[src/hdl/swlm_pkg.sv]
package swlm_pkg;

    // Window depth and sample width
    localparam int WINDOW_MAX   = 64;
    localparam int SAMPLE_WIDTH = 32;

    // Width of the window_size register
    localparam int CFG_W = 7;

    // Cell index / arrival tag width, and a count that can hold WINDOW_MAX
    localparam int IDX_W = (WINDOW_MAX > 1) ? $clog2(WINDOW_MAX) : 1;
    localparam int CNT_W = $clog2(WINDOW_MAX + 1);

    localparam logic [CFG_W-1:0] WINDOW_SIZE_RESET = CFG_W'(3);

    typedef logic signed [SAMPLE_WIDTH-1:0] t_sample;

    // One window entry: sample value plus the ring slot it arrived in
    typedef struct packed {
        t_sample          value;
        logic [IDX_W-1:0] tag;
    } t_entry;

    // Flags one cell hands to its right neighbor
    typedef struct packed {
        logic gt;   // entry is above the incoming sample (or empty)
        logic ge;   // entry sits at or after the one being removed
    } t_link;

endpackage

[src/hdl/swlm_cell.sv]
module swlm_cell import swlm_pkg::*; (
    input  logic             i_clk,
    input  logic             i_load,
    input  logic             i_valid,
    input  t_entry           i_key,
    input  logic [IDX_W-1:0] i_oldest,
    input  logic             i_full,
    input  logic             i_ge,
    input  t_link            i_left,
    input  t_entry           i_left_entry,
    input  logic             i_right_gt,
    input  t_entry           i_right_entry,
    output t_entry           o_entry,
    output logic             o_gt,
    output logic             o_hit
);

    t_entry r_entry;
    t_entry n_entry;
    t_entry s_self;
    t_entry s_left;
    logic   gs_self;
    logic   gs_left;

    // Local compares: against the new sample and against the leaving tag
    always_comb begin
        o_gt  = !i_valid || ($signed(r_entry.value) > $signed(i_key.value));
        o_hit = i_full && i_valid && (r_entry.tag == i_oldest);
    end

    // Compact around the removed entry, then open a gap for the new one
    always_comb begin
        s_self  = i_ge ? i_right_entry : r_entry;
        gs_self = i_ge ? i_right_gt    : o_gt;
        s_left  = i_left.ge ? r_entry : i_left_entry;
        gs_left = i_left.ge ? o_gt    : i_left.gt;
        if (!gs_self) begin
            n_entry = s_self;
        end else if (gs_left) begin
            n_entry = s_left;
        end else begin
            n_entry = i_key;
        end
    end

    always_ff @(posedge i_clk) begin
        if (i_load) begin
            r_entry <= n_entry;
        end
    end

    assign o_entry = r_entry;

endmodule

[config.mk]
export PLATFORM = sky130hd
export DESIGN_NAME = swlm_cell
export DESIGN_NICKNAME = d
export VERILOG_FILES = /design/src/hdl/swlm_pkg.sv /design/src/hdl/swlm_cell.sv
export SDC_FILE = /design/constraint.sdc
export NUM_CORES = 1
export LEC_CHECK = 0
export BUFFER_PORTS_ARGS = -buffer_cell sky130_fd_sc_hd__buf_2
export CAP_MARGIN = 20
export CORE_MARGIN = 2
export CORE_UTILIZATION = 40
export DETAILED_ROUTE_END_ITERATION = 10
export PLACE_DENSITY = 0.75
export SETUP_SLACK_MARGIN = 0.3
export SLEW_MARGIN = 20
export SYNTH_ARGS = -nofsm -noshare
export SYNTH_HDL_FRONTEND = slang
export SYNTH_SLANG_ARGS = --single-unit
export TNS_END_PERCENT = 10
[constraint.sdc]
create_clock -name i_clk -period 4.9 [get_ports i_clk]
set_input_delay 0 -clock i_clk [delete_from_list [all_inputs] [get_ports i_clk]]
set_output_delay 0 -clock i_clk [all_outputs]
set_load 0.05 [all_outputs]
## Word-level counts from Yosys, hierarchy flattened

Cells that the tools add are included.
Widths: inputs -> output; s select.

| word-level totals | value |
|---|---|
| register bits | 38 |
| input port bits | 128 |
| logic and storage cells | 17 |

| cells by class | value |
|---|---|
| magnitude comparators | 1 |
| eq/ne operators | 2 |
| mux-type cells | 6 |
| reductions and logical operators | 6 |

Operators by type and width:

| operator | number |
|---|---|
| $mux 38 | 4 |
| $gt 32x32->1 | 1 |
| $eq 6x6->1 | 1 |
| $ne 3x3->1 const B | 1 |
| $reduce_and 3->1 | 1 |
| $logic_and 1x1->1 | 2 |
| $mux 1 | 2 |
| $reduce_bool 2->1 | 1 |
| $logic_not 1->1 | 1 |
| $logic_or 1x1->1 | 1 |

## Logic depth before layout (Yosys ltp)

| depth | value |
|---|---|
| word-level depth | 5 |
| gate-level depth with buffers | 11 |
| mapped depth without buffers | 9 |

## Worst setup path after synthesis

OpenSTA, ideal clock, no wires.

| timing | value |
|---|---|
| path type | register to register |
| start point | reg r_entry (netlist bit o_entry[35]) |
| end point | reg r_entry (netlist bit o_entry[0]) (enable) |
| data arrival time | 3.804 ns |
| data required time | 4.456 ns |
| slack | 0.652 ns |
| cell stages (with the launch flop) | 8 |
| path buffers | 0 |
| path through | edfxtp_1 -> ha_1 -> a21o_1 -> a2111oi_2 -> nand4b_1 -> o21ai_1 -> a21boi_0 -> o2bb2ai_1 |

| on the way | value |
|---|---|
| cells in the longest elaborated chain, start to end | 5 |
| elaborated cells on any way between the ends | 7 |
| those cells by class | order compare (1); eq/ne (1); mux (2); reduce/logical (3) |

RTL lines:

| element | RTL line | RTL |
|---|---|---|
| from (decl) | swlm_cell.sv:18 | `t_entry r_entry;` |
| from (signal assigned) | swlm_cell.sv:48 | `r_entry <= n_entry;` |
| $gt 32x32->1 * | swlm_cell.sv:27 | `o_gt = !i_valid \|\| ($signed(r_entry.value) > $signed(i_key.value));` |
| $logic_or 1x1->1 * | swlm_cell.sv:27 |  |
| $mux 1, on equally long branches | swlm_cell.sv:34, swlm_cell.sv:36 |  |
| $ne 3x3->1 (no line) / $reduce_bool 2->1 (equally long branches) | - |  |
| $reduce_and 3->1 (no line) * | - |  |

Mark *: on every way between the ends. The rest lies on a longest branch, timed or not.
A chain may end at the register's enable or synchronous reset.

==> results.cfg <==
[synth]
synth_most_common_cell = mux2_4
ys_seq_area_share_pct = 35.92
netlist_instances = 258
synth_flop_cell = edfxtp_1
synth_top_cell_by_area = edfxtp_1
synth_edf_count = 38
synth_area_leaders = edfxtp_1 36%, mux2_4 19%, mux2_2 13%
ys_ff_latch = 38
synth_common_cells = 40 x mux2_4, 38 x edfxtp_1, 36 x mux2_2
syn_area_um2 = 3177
yosys_warnings = 0
ys_types = 35
yosysTopAreaCellShare_pct = 35.92
synthArstFlopShare_pct = 0
syn_nets = 418
syn_area_per_cell_um2 = 12.31

[detailed_routing]
wl_per_cell_um = 15.06
vias = 2617
wl_um = 8010
post-route-drc-count = 0
via_per_inst = 4.919
drt-initial-drc-count = 25
firstDrtPassIters = 4
ant_nets = 0

[floorplanning]
dieWidth_um = 93.12
core_area_um2 = 7727
start_util_pct = 41.11
die_area_um2 = 8670
die_h_um = 93.12
row_count = 32
ios = 168

[sta]
period_needed_ps = 3544
tns_ps = 0
worst_pin_slew_ps = 548.7
finalCritPeriodShare_pct = 72.33
final-hold-violation-count = 0
relSlewSlack_pct = 63.42
drv_slew = 0
fin_skew_ps = 4.659
fmax_mhz = 282.2
setup_violations = 0
rsz0062_at_grt = no

[worst_hold_path]
hold_class = input pin to flop

[pwr]
p_per_area_nw_per_um2 = 259.5
ir_worst_vdd_mv = 0.1293
p_leak_uw = 0.002156

[global_route]
grt_pass1_wl_um = 12710
grt_max_degree = 26
antenna_found_initial = 0
grt_pass1_vias = 2787
overflow = 0
grt_usage_pct = 18.89

[clocking]
clkTransAtPathRegs_ps = 70
tritoncts = yes
holdBufCountCts = 0
cts_resized = 0
htree_levels = 2
cts.sinks = 38
cts-root-buf = clkbuf_8
clk-insertion-delay-late_ps = 280
cts_buffers = 5
cts_setup_buffers = 0
cts_buffer_depth = 2

[finish]
nNetsFinal = 590
largest_register_ffs = 38
drive_above_1_share_pct = 59.77
antennaDiodeCount = 0
synthToLayoutAreaGrowth_pct = 33.48
fin_cells = 532

[setup_path]
end_kind = flop
cp.arrival_ps = 3580
worst-path-max-fanout = 25
critPathKind = flop to flop
cp_data_required_time_ps = 4930
start_kind = flop

[placement]
place_hpwl_um = 6683
port_buffers = 167
gp_congestion = 0.7498
dp.cells = 524

[outcome]
status = complete, no violations

[job]
cap_violations = 0
routing by layer:
layer | part of all wire, % | GRT usage, % | wire (µm) | vias up
met5 | 0 | 0 | 0 | -
met4 | 1.2 | 5.147 | 95 | 0
met3 | 6.8 | 4.432 | 548 | 7
met2 | 52 | 35.93 | 4195 | 103
met1 | 40 | 20.88 | 3170 | 1200
li1 | - | - | - | 1307
worst paths after layout:
check	slack, ps	end	depth (start not counted)	startpoint
max	1360	o_entry[8]	9	o_entry[20]
min	10	o_entry[31]	2	i_right_entry[31]
max reg2reg	1360	o_entry[8]	9	o_entry[20]
min reg2reg	1430	o_entry[33]	6	o_entry[36]
cells by family (layout without fill, tap and decap cells):
family / Yosys count / in the layout / synth area share (%)
buf+inv: 42 / 214 / 6.341
xor+xnor: 6 / 6 / 1.654
fa+ha+maj: 32 / 32 / 12.60
compound gates: 31 / 31 / 6.656
flops: 38 / 38 / 35.92
simple gates: 33 / 33 / 5.160
mux: 76 / 76 / 31.67
final cells by class:
class	instances	area [µm²]
Fill cell	708	3487
Inverter	34	127.6
Tap cell	102	127.6
Multi-Input combinational cell	178	1869
Clock buffer	7	76.32
Sequential cell	38	1141
Timing Repair Buffer	173	898.4
through the flow:
| stage | setup WS [ps] | power, µW | area (µm²) | hold slack, ps | util (%) |
|---|---|---|---|---|---|
| 6_report | 1356 | 1100 | 4240 | 10.31 | 54.87 |
| 5_1_grt | 1053 | 1166 | 4240 | 0.1614 | 54.87 |
| 3_3_place_gp | 1400 | 886.2 | 4124 | 302.0 | 53.37 |
| 3_5_place_dp | 1265 | 905.7 | 4154 | 304.4 | 53.76 |
| 2_1_floorplan | 652.0 | 768.4 | 3177 | 217.9 | - |
| 4_1_cts | 1261 | 1114 | 4230 | 1.754 | 54.74 |
worst max-delay path, stage by stage (launching register included):
cell and delay (ps):
edfxtp_1 410, ha_1 310, nand4_1 160, nor4_1 440, a21boi_1 230, o311a_1 210
o31a_2 420, buf_4 470, mux2_2 380, mux2_2 270
where the power goes:
| part | switching, µW | internal, µW |
|---|---|---|
| clock network | 108 | 98.1 |
| logic | 264 | 206 |
| registers | 18.2 | 406 |
cell usage in the layout, fill, tap and decap left out, types with 2 or more instances in the layout:
master / count
mux2_4: 40
buf_4: 3
clkbuf_1: 2
nand2_1: 10
nor2b_1: 2
nor3_1: 2
buf_2: 167
buf_8: 2
o21a_1: 2
inv_1: 34
mux2_2: 36
edfxtp_1: 38
nor2_1: 5
clkbuf_8: 5
xor2_1: 2
ha_1: 32
o21ai_0: 3
a21oi_1: 10
a21o_1: 3
xnor2_1: 4
nand3_1: 4
nand4_1: 6
nor4_1: 3
Power figures use the tool's default switching activity.
